===== src/hscd_pkg.sv =====
// Shared types and constants for the header/length/sum deframer.
// No dependencies.
package hscd_pkg;

  typedef enum logic [1:0] {
    EV_IDLE = 2'd0,
    EV_BYTE = 2'd1,
    EV_GOOD = 2'd2,
    EV_DROP = 2'd3
  } event_t;

  localparam logic [7:0] HDR_BYTE = 8'hFF;
  localparam logic [7:0] MIN_LEN  = 8'd5;
  localparam logic [7:0] LEN_POS  = 8'd2;
  localparam logic [7:0] INST_POS = 8'd3;
  localparam logic [7:0] LAST_MIN = 8'd4;

  typedef struct packed {
    event_t     ev;
    logic [7:0] position;
    logic [7:0] instruction;
  } step_res_t;

endpackage


===== src/hscd_parser.sv =====
// Frame parser state and per-word step logic.
// Depends on hscd_pkg.
module hscd_parser #(
  parameter int MAX_FRAME = 128
) (
  input  logic                  clk,
  input  logic                  rst_n,
  input  logic                  step_en,
  input  logic [7:0]            rx_byte,
  output hscd_pkg::step_res_t   res
);

  localparam logic [7:0] MaxFrameB = 8'(MAX_FRAME);

  logic [7:0] pos_r, pos_nxt;
  logic [7:0] len_r, len_nxt;
  logic [7:0] sum_r, sum_nxt;
  logic [7:0] inst_r, inst_nxt;
  logic [7:0] next_pos;

  assign next_pos = pos_r + 8'd1;

  always_comb begin
    pos_nxt         = pos_r;
    len_nxt         = len_r;
    sum_nxt         = sum_r;
    inst_nxt        = inst_r;
    res.ev          = hscd_pkg::EV_IDLE;
    res.position    = pos_r;
    res.instruction = 8'd0;
    if (pos_r == 8'd0) begin
      if (rx_byte == hscd_pkg::HDR_BYTE) pos_nxt = 8'd1;
    end else if (pos_r == 8'd1) begin
      pos_nxt = (rx_byte == hscd_pkg::HDR_BYTE) ? hscd_pkg::LEN_POS : 8'd0;
    end else if (pos_r >= MaxFrameB) begin
      // overrun: drop and restart hunt
      pos_nxt  = 8'd0;
      len_nxt  = 8'd0;
      sum_nxt  = 8'd0;
      inst_nxt = 8'd0;
      res.ev   = hscd_pkg::EV_DROP;
    end else begin
      pos_nxt = next_pos;
      res.ev  = hscd_pkg::EV_BYTE;
      if (pos_r == hscd_pkg::LEN_POS) begin
        if (rx_byte < hscd_pkg::MIN_LEN || rx_byte > MaxFrameB) begin
          pos_nxt  = 8'd0;
          len_nxt  = 8'd0;
          sum_nxt  = 8'd0;
          inst_nxt = 8'd0;
          res.ev   = hscd_pkg::EV_DROP;
        end else begin
          len_nxt = rx_byte;
          sum_nxt = rx_byte;
        end
      end else if (pos_r >= hscd_pkg::LAST_MIN && next_pos == len_r) begin
        // last word carries the checksum
        if (rx_byte == sum_r) begin
          res.ev          = hscd_pkg::EV_GOOD;
          res.instruction = inst_r;
        end else begin
          res.ev = hscd_pkg::EV_DROP;
        end
        pos_nxt  = 8'd0;
        len_nxt  = 8'd0;
        sum_nxt  = 8'd0;
        inst_nxt = 8'd0;
      end else begin
        if (pos_r == hscd_pkg::INST_POS) inst_nxt = rx_byte;
        sum_nxt = sum_r + rx_byte;
      end
    end
  end

  always_ff @(posedge clk) begin
    if (!rst_n) begin
      pos_r  <= 8'd0;
      len_r  <= 8'd0;
      sum_r  <= 8'd0;
      inst_r <= 8'd0;
    end else if (step_en) begin
      pos_r  <= pos_nxt;
      len_r  <= len_nxt;
      sum_r  <= sum_nxt;
      inst_r <= inst_nxt;
    end
  end

endmodule


===== src/header_sum_checksum_deframer.sv =====
// Header/length/sum-checksum deframer: takes one received byte per word and
// returns one result word per byte, classifying it as header hunt, frame byte,
// good frame end (with the instruction byte) or discard. Throughput is one word
// per clock while out_ready does not stall the result register; an accepted
// word passes the input register, then the single parser step, and out_valid
// rises when it lands in the result register. The frame state advances when a
// word moves from the input register to the result register, so stalls on
// out_ready hold the parser in place.
// Depends on hscd_pkg and hscd_parser.
module header_sum_checksum_deframer #(
  parameter int MAX_FRAME = 128
) (
  input  logic       clk,
  input  logic       rst_n,
  input  logic       in_valid,
  output logic       in_ready,
  input  logic [7:0] in_rx_byte,
  output logic       out_valid,
  input  logic       out_ready,
  output logic [1:0] out_event_res,
  output logic [7:0] out_echo_byte,
  output logic [7:0] out_position,
  output logic [7:0] out_instruction
);

  logic                s1_valid_r, s1_valid_nxt;
  logic [7:0]          s1_byte_r;
  logic                out_valid_r, out_valid_nxt;
  hscd_pkg::event_t    out_ev_r;
  logic [7:0]          out_echo_r;
  logic [7:0]          out_pos_r;
  logic [7:0]          out_inst_r;
  logic                in_fire;
  logic                adv;
  hscd_pkg::step_res_t step_res;

  assign adv      = s1_valid_r && (!out_valid_r || out_ready);
  assign in_ready = !s1_valid_r || adv;
  assign in_fire  = in_valid && in_ready;

  hscd_parser #(
    .MAX_FRAME (MAX_FRAME)
  ) u_parser (
    .clk     (clk),
    .rst_n   (rst_n),
    .step_en (adv),
    .rx_byte (s1_byte_r),
    .res     (step_res)
  );

  always_comb begin
    s1_valid_nxt = s1_valid_r;
    if (in_fire)  s1_valid_nxt = 1'b1;
    else if (adv) s1_valid_nxt = 1'b0;
    out_valid_nxt = out_valid_r;
    if (adv)            out_valid_nxt = 1'b1;
    else if (out_ready) out_valid_nxt = 1'b0;
  end

  always_ff @(posedge clk) begin
    if (!rst_n) begin
      s1_valid_r  <= 1'b0;
      out_valid_r <= 1'b0;
    end else begin
      s1_valid_r  <= s1_valid_nxt;
      out_valid_r <= out_valid_nxt;
    end
  end

  always_ff @(posedge clk) begin
    if (in_fire) s1_byte_r <= in_rx_byte;
    if (adv) begin
      out_ev_r   <= step_res.ev;
      out_echo_r <= s1_byte_r;
      out_pos_r  <= step_res.position;
      out_inst_r <= step_res.instruction;
    end
  end

  assign out_valid       = out_valid_r;
  assign out_event_res   = out_ev_r;
  assign out_echo_byte   = out_echo_r;
  assign out_position    = out_pos_r;
  assign out_instruction = out_inst_r;

endmodule


===== config.mk =====
export PLATFORM = sky130hd
export DESIGN_NAME = header_sum_checksum_deframer
export DESIGN_NICKNAME = d
export VERILOG_FILES = /design/src/hscd_pkg.sv /design/src/hscd_parser.sv /design/src/header_sum_checksum_deframer.sv
export SDC_FILE = /design/constraint.sdc
export NUM_CORES = 1
export LEC_CHECK = 0
export BUFFER_PORTS_ARGS = -buffer_cell sky130_fd_sc_hd__buf_2
export CAP_MARGIN = 20
export CELL_PAD_IN_SITES_DETAIL_PLACEMENT = 1
export CELL_PAD_IN_SITES_GLOBAL_PLACEMENT = 1
export CORE_MARGIN = 2
export CORE_UTILIZATION = 45
export DETAILED_ROUTE_END_ITERATION = 8
export GPL_TIMING_DRIVEN = 0
export PLACE_DENSITY_LB_ADDON = 0.25
export SYNTH_ARGS = -nofsm -noshare
export SYNTH_HDL_FRONTEND = slang
export SYNTH_SLANG_ARGS = --single-unit

===== constraint.sdc =====
create_clock -name clk -period 2.65 [get_ports clk]
set_input_delay 0.1325 -clock clk [delete_from_list [all_inputs] [get_ports clk]]
set_output_delay 0.1325 -clock clk [all_outputs]
set_load 0.05 [all_outputs]

After elaboration in Yosys (flattened, before gate mapping) --
Cells that the tools add are included.
Storage, ports and cells: flip-flop bits (word level) 68
Operators by class: add/sub/neg operators 2, magnitude comparators 4, eq/ne operators 8, multiplexer cells 29, bitwise operators 4, reduce and logical (&&, ||, !) cells 19
Operators with widths (count):
- $mux W8 | 19
- $eq A8 B2 Y1 const B | 2
- $eq A8 B8 Y1 | 2
- $mux W2 | 5
- $add A8 B1 Y8 const B | 1
- $add A8 B8 Y8 | 1
- $eq A8 B1 Y1 const B | 1
- $eq A8 B8 Y1 const B | 1
- $ge A8 B3 Y1 const B | 1
- $ge A8 B8 Y1 const B | 1
- $gt A8 B8 Y1 const B | 1
- $logic_not A8 Y1 | 1
- $lt A8 B3 Y1 const B | 1
- $reduce_or A6 Y1 | 1
- $mux W1 | 5
- $reduce_and A5 Y1 | 1
- $not A1 Y1 | 4
- $reduce_and A4 Y1 | 1
- $reduce_bool A2 Y1 | 2
- $reduce_bool A4 Y1 | 1
- $logic_and A1 B1 Y1 | 3
- $logic_or A1 B1 Y1 | 3
- $ne A3 B2 Y1 const B | 1
- $reduce_and A3 Y1 | 1
- other kinds (5) | 6

Depth between registers and ports, before layout --
Gate-level depths: netlist (run 1).
depth in word-level cells 8, mapped depth 10

By module --
From an unflattened synthesis (run 1), not the netlist that was laid out.
Unflattened totals: cells, all modules 290, area total of the unflattened synthesis 3316.9 sq um
By module, submodules not included:
- hscd_parser | instances 1, cells each 247, area an instance 2192.1 sq um, sequential area each 640.6 sq um
- header_sum_checksum_deframer | instances 1, cells each 43, area an instance 1124.8 sq um, sequential area each 1061.0 sq um

Least setup slack after synthesis (run 1) --
Ideal clock, no wire load.
path type reg-to-reg, start point reg out_valid_r, in the netlist out_valid, end point reg u_parser.inst_r[1], library setup time 0.117 ns, arrival time 2.408 ns, data required time 2.533 ns, path slack 0.125 ns, stages on the path, launching flop included 9, buffers on the path 1, clock period less this slack 2.525 ns, cells stage by stage dfxtp_1 -> nor2b_1 -> nand2b_1 -> inv_1 -> nand2b_1 -> clkbuf_1 -> o21a_1 -> a31o_2 -> a22o_1
Between the ends: cells in the longest elaborated chain, start to end 4
RTL lines:
- start, declared | RTL line header_sum_checksum_deframer.sv:28 | logic out_valid_r, out_valid_nxt;
- start signal, assigned | RTL line header_sum_checksum_deframer.sv:66 | out_valid_r <= out_valid_nxt;
- $logic_not A1 Y1 | RTL line header_sum_checksum_deframer.sv:37 | assign adv = s1_valid_r && (!out_valid_r || out_ready);
- $logic_or A1 B1 Y1 | RTL line header_sum_checksum_deframer.sv:37
- $logic_and A1 B1 Y1 | RTL line header_sum_checksum_deframer.sv:37
- named net adv | RTL line header_sum_checksum_deframer.sv:34 | logic adv;
- $reduce_and A5 Y1 (no source line)
- end signal, assigned | RTL line hscd_parser.sv:85 | inst_r <= inst_nxt;
- end, declared | RTL line hscd_parser.sv:18 | logic [7:0] inst_r, inst_nxt;
The timed path passes the listed nets, and every way through them passes these cells. A chain may end at the register's enable or synchronous reset.

Worst setup path in the final report (run 1) --
start point reg s1_byte_r[0], end point reg u_parser.sum_r[6]
Between the ends: cells in the longest elaborated chain, start to end 5, elaborated cells between the ends (all ways) 8
RTL lines:
- start, declared | RTL line header_sum_checksum_deframer.sv:27 | logic [7:0] s1_byte_r;
- start signal, assigned | RTL line header_sum_checksum_deframer.sv:71 | if (in_fire) s1_byte_r <= in_rx_byte;
- $lt A8 B3 Y1 / $gt A8 B8 Y1 (equally long branches) | RTL line hscd_parser.sv:46 | if (rx_byte < hscd_pkg::MIN_LEN || rx_byte > MaxFrameB) begin
- $logic_or A1 B1 Y1 | RTL line hscd_parser.sv:46
- $mux W8 | RTL line hscd_parser.sv:46
- $mux W8 * | RTL line hscd_parser.sv:45 | if (pos_r == hscd_pkg::LEN_POS) begin
- $mux W8 * | RTL line hscd_parser.sv:35 | end else if (pos_r >= MaxFrameB) begin
- end signal, assigned | RTL line hscd_parser.sv:84 | sum_r <= sum_nxt;
- end, declared | RTL line hscd_parser.sv:17 | logic [7:0] sum_r, sum_nxt;
Mark *: on every way between the ends. The rest lies on a longest branch, timed or not.

==> out/qor.txt, run 1 <==
Max Used Layer - met4
WHS - 0.0766 ns
initial antenna violation count - 0
CP required - 2.88 ns
startpoint class of the critical path - register
syn_area_per_cell - 10.7 sq um
dpl cell area - 3510 sq um
# DRC - 0
largest net degree at the start of global routing - 16
maximum vdd ir drop - 0.244 mV
Leak - 1.50 nW
Post-Layout Cell Count - 462
layout cell share with drive strength beyond 1 - 22.7%
starting density of the core - 46.8%
Fillers - 776
chip height - 88.3 microns
main flop type after synthesis - edfxtp_1
Final Max Slew Viols - 0
total core area - 6830 sq um
H-Tree Depth - 3
final core occ - 56.7%
worst path buffer plus inverter count - 0
Critical Path Max Stage Delay - 0.55 ns
first drt pass iteration count - 4
row count - 30
Vias - 2627
Worst-path clk slew - 0.09 ns
die area - 7790 sq um
CTS tree - yes
EDFF count, synth - 34
final net count - 385
Yosys cell types - 52
WL/cell - 18.6 microns
Bufs on Longest Clock Path - 2
commonest non-fill, non-tap cells in the layout - buf_2 (44), edfxtp_1 (34), dfxtp_1 (32), a21oi_1 (23), nor2_1 (17)
Hold Fails Final Rpt - 0
clock skew - 0.0148 ns
Crit Path Max Fanout - 8
first-pass GRT wire length - 13.8 mm
clock sinks - 68
met2 WL post-DR - 4.38 mm
Die X-Extent - 88.3 microns
leading cell type in the layout, fill and taps excluded - buf_2
Synth Instances - 298
drt total wl - 8.58 mm
final instance area - 3870 sq um
Setup Viol. Count Final - 0
mapped cell area - 3200 sq um
Arr. time, crit path - 2.70 ns
CP Capture Type - register
min cycle time layout - 2.47 ns
worst skew pair latency - 0.37 ns
GRT Resource Usage Total - 23.8%
vias in the first global route - 2817
antenna viol nets, final - 0
worst slew pin tran - 0.661 ns
worst path cell trace - ha_1 -> fa_1 -> a21o_1 -> a21oi_1 -> o21bai_1 -> a21oi_1 -> xnor2_1 -> a32oi_1 -> a21oi_1
cell repeated most along the worst path - a21oi_1
Pwr per Cell Area - 595 nW/um^2
RD Place Congestion - 0.785
synthesized net count - 322
relative slew slack - 55.7%
vias per cell - 5.69
unrepaired setup endpoints after global routing - no
max cap viols - 0
total gr overflow - 0
Worst path top cell family by delay - compound AO/OA/AOI/OAI gates
CTS Root Cell - clkbuf_8
Max Clock Freq - 404 MHz
PortBufs - 39
register area share after synthesis - 53.2%
metal3 WL - 434 microns
DRT iter0 DRCs - 202
slowest stage cell on the critical path - edfxtp_1
Placed Cells - 433
worst hold path type - in2reg
Seq cells post-synth - 68
clock buffer count from CTS - 9
Tcrit/Tclk final - 93.3%
diode count - 0
area delta synth->final - 21.3%
HPWL after DPL - 5.76 mm
post-route total power - 2.31 mW
async set-reset flop share out of synthesis - 0%
Setup Crit Path Kind - reg2reg
status - completed
WL met1 - 3.59 mm
warning count from the yosys run - 0
num ports - 40
==> cell usage after synthesis, drive strengths merged, types with 5 or more instances <==
cell type / count / share of area, %
o22ai: 7 / 1.4
xnor2: 9 / 2.5
nand2: 15 / 1.8
ha: 11 / 4.3
o21ai: 15 / 2.3
inv: 17 / 2.0
a21oi: 23 / 3.6
a22o: 8 / 2.2
nor2: 20 / 2.7
nand3b: 5 / 1.2
buf: 8 / 1.6
nand3: 7 / 1.1
and2: 10 / 2.0
nor3: 6 / 1.6
and3: 9 / 1.8
a31oi: 11 / 2.2
edfxtp: 34 / 32
nand4: 6 / 1.2
dfxtp: 34 / 21
==> worst min-delay path: cells and delay by family <==
family | cells | cell delay, ns
buf+inv | 1 | 0.08
simple gates | 3 | 0.19
==> report_power, final <==
| part | leakage [nW] | switching [mW] | total, mW | internal (mW) |
|---|---|---|---|---|
| logic | 0.785 | 0.118 | 0.169 | 0.0511 |
| registers | 0.601 | 0.0259 | 1.15 | 1.13 |
| clock network | 0.110 | 0.447 | 0.983 | 0.536 |
==> final cells by class <==
class	count	area (sq um)	area share, %
Tap cell	96	120	3.10
Multi-Input combinational cell	202	1380	35.7
Timing Repair inverter	1	5.00	0.129
Sequential cell	68	1710	44.0
Clock inverter	7	98.8	2.55
Buffer	11	62.6	1.61
Inverter	17	67.6	1.74
Clock buffer	9	124	3.20
Timing Repair Buffer	51	308	7.94
==> state kept, by name (all words and copies together), names as in the netlist <==
name / cells
u_parser.pos_r: 8
s1_byte_r: 8
out_position: 8
s1_valid_r: 1
u_parser.sum_r: 8
out_echo_byte: 8
u_parser.len_r: 8
u_parser.inst_r: 8
out_event_res: 2
out_instruction: 8
out_valid: 1
==> cells by family (layout without fill, tap and decap cells) <==
family          after synthesis  count (layout)  share of synthesized area [%]
xor+xnor                     13              13                           3.56
compound gates               85              85                           17.9
mux                           2               2                          0.626
buf+inv                      28              96                           3.95
fa+ha+maj                    12              12                           4.93
flops                        68              68                           53.2
simple gates                 90              90                           15.8
==> per-layer routing <==
metal  vias to the layer above  GRT usage [%]
met5                         -              0
met4                         0           10.5
met3                        16           5.22
li1                       1236              -
met1                      1294           28.2
met2                        81           41.6
==> through the flow <==
| step | setup slack [ns] | TNS (ns) |
|---|---|---|
| 6_report | 0.177 | 0 |
| 2_1_floorplan | 0.125 | 0 |
| 3_5_place_dp | -0.157 | -1.45 |
| 4_1_cts | 0.0230 | 0 |
| 3_3_place_gp | 0.00629 | 0 |
| 5_1_grt | 0.00630 | 0 |
==> final timing paths <==
kind                                         from                end  slack (ns)  depth (start not counted)
worst max-delay path                 s1_byte_r[0]  u_parser.sum_r[6]        0.18                          9
worst min register to register  u_parser.pos_r[4]    out_position[4]        0.44                          0
worst min-delay path                    out_ready          out_valid        0.08                          4
worst max register to register       s1_byte_r[0]  u_parser.sum_r[6]        0.18                          9
==> repair_timing <==
action,CTS,global route
buffers inserted,0,3
endpoints found under the setup margin,19,41
hold buffers,9,0
endpoints found under the hold margin,9,0
gates resized for setup,3,5
cloned,1,0
Power figures use the tool's default switching activity.
==> inputs of run 2 (changes only) <==
--- a/config.mk
+++ b/config.mk
@@ -13,7 +13,9 @@
 export CORE_UTILIZATION = 45
 export DETAILED_ROUTE_END_ITERATION = 8
 export GPL_TIMING_DRIVEN = 0
-export PLACE_DENSITY_LB_ADDON = 0.25
+export PLACE_DENSITY_LB_ADDON = 0.1
+export SKIP_LAST_GASP = 1
 export SYNTH_ARGS = -nofsm -noshare
 export SYNTH_HDL_FRONTEND = slang
 export SYNTH_SLANG_ARGS = --single-unit
+export TNS_END_PERCENT = 30
==> out/qor.txt, run 2 (synthesis results as in run 1) <==
status - completed (unchanged)
area delta synth->final - 21.0% (was 21.3%)
Bufs on Longest Clock Path - 2 (unchanged)
HPWL after DPL - 5.38 mm (was 5.76 mm)
worst r2r src - out_valid (was s1_byte_r[0])
Pwr per Cell Area - 605 nW/um^2 (was 595 nW/um^2)
dpl ws - -0.142 ns (was -0.157 ns)
maximum vdd ir drop - 0.352 mV (was 0.244 mV)
Setup Crit Path Kind - reg2reg (unchanged)
worst skew pair latency - 0.35 ns (was 0.37 ns)
Die X-Extent - 88.3 microns (unchanged)
diode count - 0 (unchanged)
# DRC - 0 (unchanged)
Max Clock Freq - 398 MHz (was 404 MHz)
CTS Root Cell - clkbuf_8 (unchanged)
antenna viol nets, final - 0 (unchanged)
row count - 30 (unchanged)
Placed Cells - 433 (unchanged)
Worst Setup SP - out_valid (was s1_byte_r[0])
worst hold path type - in2reg (unchanged)
DRT iter0 DRCs - 104 (was 202)
Post-Layout Cell Count - 459 (was 462)
Final Max Slew Viols - 0 (unchanged)
commonest non-fill, non-tap cells in the layout - buf_2 (44), edfxtp_1 (34), dfxtp_1 (32), a21oi_1 (23), nor2_1 (17) (unchanged)
Hold Fails Final Rpt - 0 (unchanged)
num ports - 40 (unchanged)
PortBufs - 39 (unchanged)
Setup Viol. Count Final - 0 (unchanged)
worst slew pin tran - 0.618 ns (was 0.661 ns)
CP required - 2.94 ns (was 2.88 ns)
first drt pass iteration count - 4 (unchanged)
leading cell type in the layout, fill and taps excluded - buf_2 (unchanged)
Fillers - 776 (unchanged)
startpoint class of the critical path - register (unchanged)
WL/cell - 17.3 microns (was 18.6 microns)
Arr. time, crit path - 2.80 ns (was 2.70 ns)
final net count - 382 (was 385)
largest net degree at the start of global routing - 16 (unchanged)
Tcrit/Tclk final - 94.8% (was 93.3%)
GRT Resource Usage Total - 22.4% (was 23.8%)
FF-to-FF setup slack - 0.14 ns (was 0.18 ns)
unrepaired setup endpoints after global routing - yes (was no)
Worst-path clk slew - 0.07 ns (was 0.09 ns)
clock buffer count from CTS - 9 (unchanged)
total gr overflow - 0 (unchanged)
Crit Path Max Fanout - 15 (was 8)
initial antenna violation count - 0 (unchanged)
relative slew slack - 58.6% (was 55.7%)
post-route total power - 2.34 mW (was 2.31 mW)
hold path startpoint - out_ready (unchanged)
layout cell share with drive strength beyond 1 - 22.0% (was 22.7%)
Post-CTS Setup Bufs - 0 (unchanged)
vias in the first global route - 2526 (was 2817)
min cycle time layout - 2.51 ns (was 2.47 ns)
RD Place Congestion - 0.878 (was 0.785)
chip height - 88.3 microns (unchanged)
drt total wl - 7.94 mm (was 8.58 mm)
Vias - 2545 (was 2627)
first-pass GRT wire length - 12.9 mm (was 13.8 mm)
vias per cell - 5.54 (was 5.69)
starting density of the core - 46.8% (unchanged)
H-Tree Depth - 3 (unchanged)
CTS tree - yes (unchanged)
Final WS setup - 0.139 ns (was 0.177 ns)
Leak - 1.49 nW (was 1.50 nW)
max cap viols - 0 (unchanged)
die area - 7790 sq um (unchanged)
total core area - 6830 sq um (unchanged)
clock skew - 0.0130 ns (was 0.0148 ns)
clock sinks - 68 (unchanged)
CP Capture Type - register (unchanged)
## run 2: final timing paths
path,end,cells after the start
min,out_valid,4
max reg2reg,u_parser.inst_r[4],8
min reg2reg,out_position[4],0
max,u_parser.inst_r[4],8
## run 2: area by class of cell
class	count	area [sq um]	area share, %
plain buffers	11	63.8	1.65
clock buffers	9	124	3.20
clock inverters	7	115	2.98
inverters	17	67.6	1.75
multi-input cells	202	1380	35.7
flip-flops and latches	68	1700	44.1
well taps	96	120	3.11
repair buffers	48	285	7.38
repair inverters	1	5.00	0.129
## run 2: critical path, cell delays in order, from the launching register on
cell        delay, ns
dfxtp_1          0.33
nor2b_1          0.25
nand2b_1         0.34
clkinvlp_4       0.40
nand2b_1         0.17
clkbuf_1         0.39
o21a_1           0.20
a31o_2           0.21
a22o_1           0.17
## run 2: routing by layer
layer | vias up | share of wire [%] | global-route usage, %
met3 | 10 | 4.3 | 4.57
li1 | 1234 | - | -
met1 | 1234 | 45 | 29.0
met2 | 67 | 49 | 37.0
met5 | - | 0 | 0
met4 | 0 | 1.6 | 8.68
## run 2: metrics by stage
stage	setup TNS [ns]	util, %	area (sq um)	hold slack (ns)
final	0	56.6	3870	0.0982
after global routing	-0.159	56.6	3870	0.121
after CTS	0	56.3	3850	0.0828
after detailed placement	-1.10	51.4	3510	0.311
after global placement	-0.919	51.4	3510	0.309
after floorplan	0	-	3200	0.231
## run 2: what timing repair did
action,in CTS,in global routing
hold buffers,9,0
resized for setup,1,7
endpoints found under the hold margin,9,0
setup endpoints to repair,9,41
gates cloned,1,0
## run 2: where the power goes
part / internal [mW] / leakage [nW] / switching, mW
combinational: 0.0483 / 0.773 / 0.117
sequential: 1.13 / 0.601 / 0.0251
clock: 0.621 / 0.117 / 0.398
total: 1.80 / 1.49 / 0.540
==> inputs of run 3 (changes only) <==
--- a/config.mk
+++ b/config.mk
@@ -13,7 +13,7 @@
 export CORE_UTILIZATION = 45
 export DETAILED_ROUTE_END_ITERATION = 8
 export GPL_TIMING_DRIVEN = 0
-export PLACE_DENSITY_LB_ADDON = 0.1
+export PLACE_DENSITY = 0.75
 export SKIP_LAST_GASP = 1
 export SYNTH_ARGS = -nofsm -noshare
 export SYNTH_HDL_FRONTEND = slang
==> out/qor.txt, run 3 (synthesis results as in run 1) <==
status - completed (unchanged)
DRT iter0 DRCs - 131 (was 104)
Crit Path Max Fanout - 10 (was 15)
Setup Crit Path Kind - reg2reg (unchanged)
dpl cell area - 3510 sq um (unchanged)
vias per cell - 5.59 (was 5.54)
final instance area - 3850 sq um (was 3870 sq um)
startpoint class of the critical path - register (unchanged)
vias in the first global route - 2776 (was 2526)
diode count - 0 (unchanged)
first drt pass iteration count - 4 (unchanged)
worst skew pair latency - 0.35 ns (about the same)
FF-to-FF setup slack - 0.13 ns (was 0.14 ns)
RD Place Congestion - 0.790 (was 0.878)
Fillers - 783 (was 776)
final core occ - 56.4% (was 56.6%)
worst slew pin tran - 0.648 ns (was 0.618 ns)
starting density of the core - 46.8% (unchanged)
cells on worst reg2reg path - 10 (was 8)
Worst R2R End - u_parser.pos_r[7] (was u_parser.inst_r[4])
Worst Setup EP - u_parser.pos_r[7] (was u_parser.inst_r[4])
HPWL after DPL - 5.72 mm (was 5.38 mm)
Worst-path clk slew - 0.08 ns (was 0.07 ns)
row count - 30 (unchanged)
first-pass GRT wire length - 13.9 mm (was 12.9 mm)
worst r2r src - u_parser.pos_r[0] (was out_valid)
Pwr per Cell Area - 613 nW/um^2 (was 605 nW/um^2)
worst path cell trace - inv_1 -> ha_1 -> xor2_1 -> a311o_1 -> nor3_2 -> nand4_1 -> buf_6 -> buf_2 -> a22oi_1 -> nor2_1 (was nor2b_1 -> nand2b_1 -> clkinvlp_4 -> nand2b_1 -> clkbuf_1 -> o21a_1 -> a31o_2 -> a22o_1)
antenna viol nets, final - 0 (unchanged)
PortBufs - 39 (unchanged)
GRT Resource Usage Total - 23.6% (was 22.4%)
Max Clock Freq - 396 MHz (was 398 MHz)
initial antenna violation count - 0 (unchanged)
worst hold path type - in2reg (unchanged)
clock sinks - 68 (unchanged)
final net count - 380 (was 382)
area delta synth->final - 20.6% (was 21.0%)
layout cell share with drive strength beyond 1 - 21.9% (was 22.0%)
Tcrit/Tclk final - 95.3% (was 94.8%)
drt total wl - 8.25 mm (was 7.94 mm)
chip height - 88.3 microns (unchanged)
Arr. time, crit path - 2.74 ns (was 2.80 ns)
Critical Path Max Stage Delay - 0.44 ns (was 0.40 ns)
relative slew slack - 56.6% (was 58.6%)
slowest stage cell on the critical path - dfxtp_2 (was clkinvlp_4)
Die X-Extent - 88.3 microns (unchanged)
total gr overflow - 0 (unchanged)
CTS Root Cell - clkbuf_8 (unchanged)
max cap viols - 0 (unchanged)
commonest non-fill, non-tap cells in the layout - buf_2 (44), edfxtp_1 (34), dfxtp_1 (32), a21oi_1 (23), nor2_1 (17) (unchanged)
min cycle time layout - 2.52 ns (was 2.51 ns)
die area - 7790 sq um (unchanged)
CP required - 2.87 ns (was 2.94 ns)
Vias - 2554 (was 2545)
Worst Setup SP - u_parser.pos_r[0] (was out_valid)
Storage cell area - 1700 sq um (unchanged)
Post-CTS Setup Bufs - 0 (unchanged)
leading cell type in the layout, fill and taps excluded - buf_2 (unchanged)
maximum vdd ir drop - 0.385 mV (was 0.352 mV)
Hold Fails Final Rpt - 0 (unchanged)
largest net degree at the start of global routing - 16 (unchanged)
total core area - 6830 sq um (unchanged)
num ports - 40 (unchanged)
WL/cell - 18.0 microns (was 17.3 microns)
Final Max Slew Viols - 0 (unchanged)
WHS - 0.0270 ns (was 0.0982 ns)
# DRC - 0 (unchanged)
CTS tree - yes (unchanged)
clock buffer count from CTS - 9 (unchanged)
Setup Viol. Count Final - 0 (unchanged)
CP Capture Type - register (unchanged)
clock skew - 0.0125 ns (was 0.0130 ns)
post-route total power - 2.36 mW (was 2.34 mW)
H-Tree Depth - 3 (unchanged)
unrepaired setup endpoints after global routing - yes (unchanged)
area of the multi-input gates - 1380 sq um (unchanged)
Bufs on Longest Clock Path - 2 (unchanged)
Leak - 1.48 nW (was 1.49 nW)
run 3: worst max-delay path, delay by kind of cell, from the launching register on:
kind                     cells  cell delay, ns
XOR/XNOR                     1            0.16
buffers and inverters        3            0.55
AND/OR/NAND/NOR              3            0.42
flip-flops                   1            0.44
adder cells (fa/ha/maj)      1            0.37
AO/OA/AOI/OAI                2            0.46
run 3: worst min path at each step:
stage	from	end	slack (ns)	cells past startpoint
detailed placement	in_rx_byte[3]	s1_byte_r[3]	0.31	1
floorplan	in_rx_byte[0]	s1_byte_r[0]	0.23	0
global route	in_valid	s1_valid_r	0.04	3
global placement	in_rx_byte[6]	s1_byte_r[6]	0.31	1
finish	in_valid	s1_valid_r	0.03	3
CTS	in_valid	s1_valid_r	0.01	3
run 3: stage by stage:
| step | TNS (ns) | setup WS (ns) | std cells |
|---|---|---|---|
| 2_1_floorplan | 0 | 0.125 | 298 |
| 3_3_place_gp | -0.176 | -0.0245 | 433 |
| 3_5_place_dp | -0.880 | -0.119 | 433 |
| 4_1_cts | -0.0815 | -0.0232 | 458 |
| 5_1_grt | -0.0489 | -0.0253 | 457 |
| 6_report | 0 | 0.126 | 457 |
run 3: where the power goes:
| group | switching, mW | internal [mW] |
|---|---|---|
| Clock | 0.419 | 0.622 |
| Combinational | 0.116 | 0.0469 |
| Sequential | 0.0262 | 1.13 |
| Total | 0.561 | 1.80 |
run 3: final cells by class:
class	instances	area share, %
Sequential cell	68	44.2
Multi-Input combinational cell	202	35.9
Timing Repair Buffer	47	7.15
Clock buffer	9	3.22
Tap cell	96	3.12
Clock inverter	7	2.99
Inverter	17	1.75
Buffer	10	1.53
Timing Repair inverter	1	0.130
run 3: timing repair:
action,in CTS,in global routing
hold endpoints to repair,8,0
gates cloned,1,0
hold buffers,8,0
resized for setup,1,5
pin swaps,0,1
endpoints found under the setup margin,15,41
run 3: metal layers:
layer / vias up / routed length (microns) / share of wire [%] / global-route usage, %
met5: - / 0 / 0 / 0
met4: 0 / 152 / 1.8 / 10.9
met3: 14 / 402 / 4.9 / 5.22
met2: 74 / 4010 / 49 / 38.7
met1: 1246 / 3690 / 45 / 29.8
li1: 1220 / - / - / -
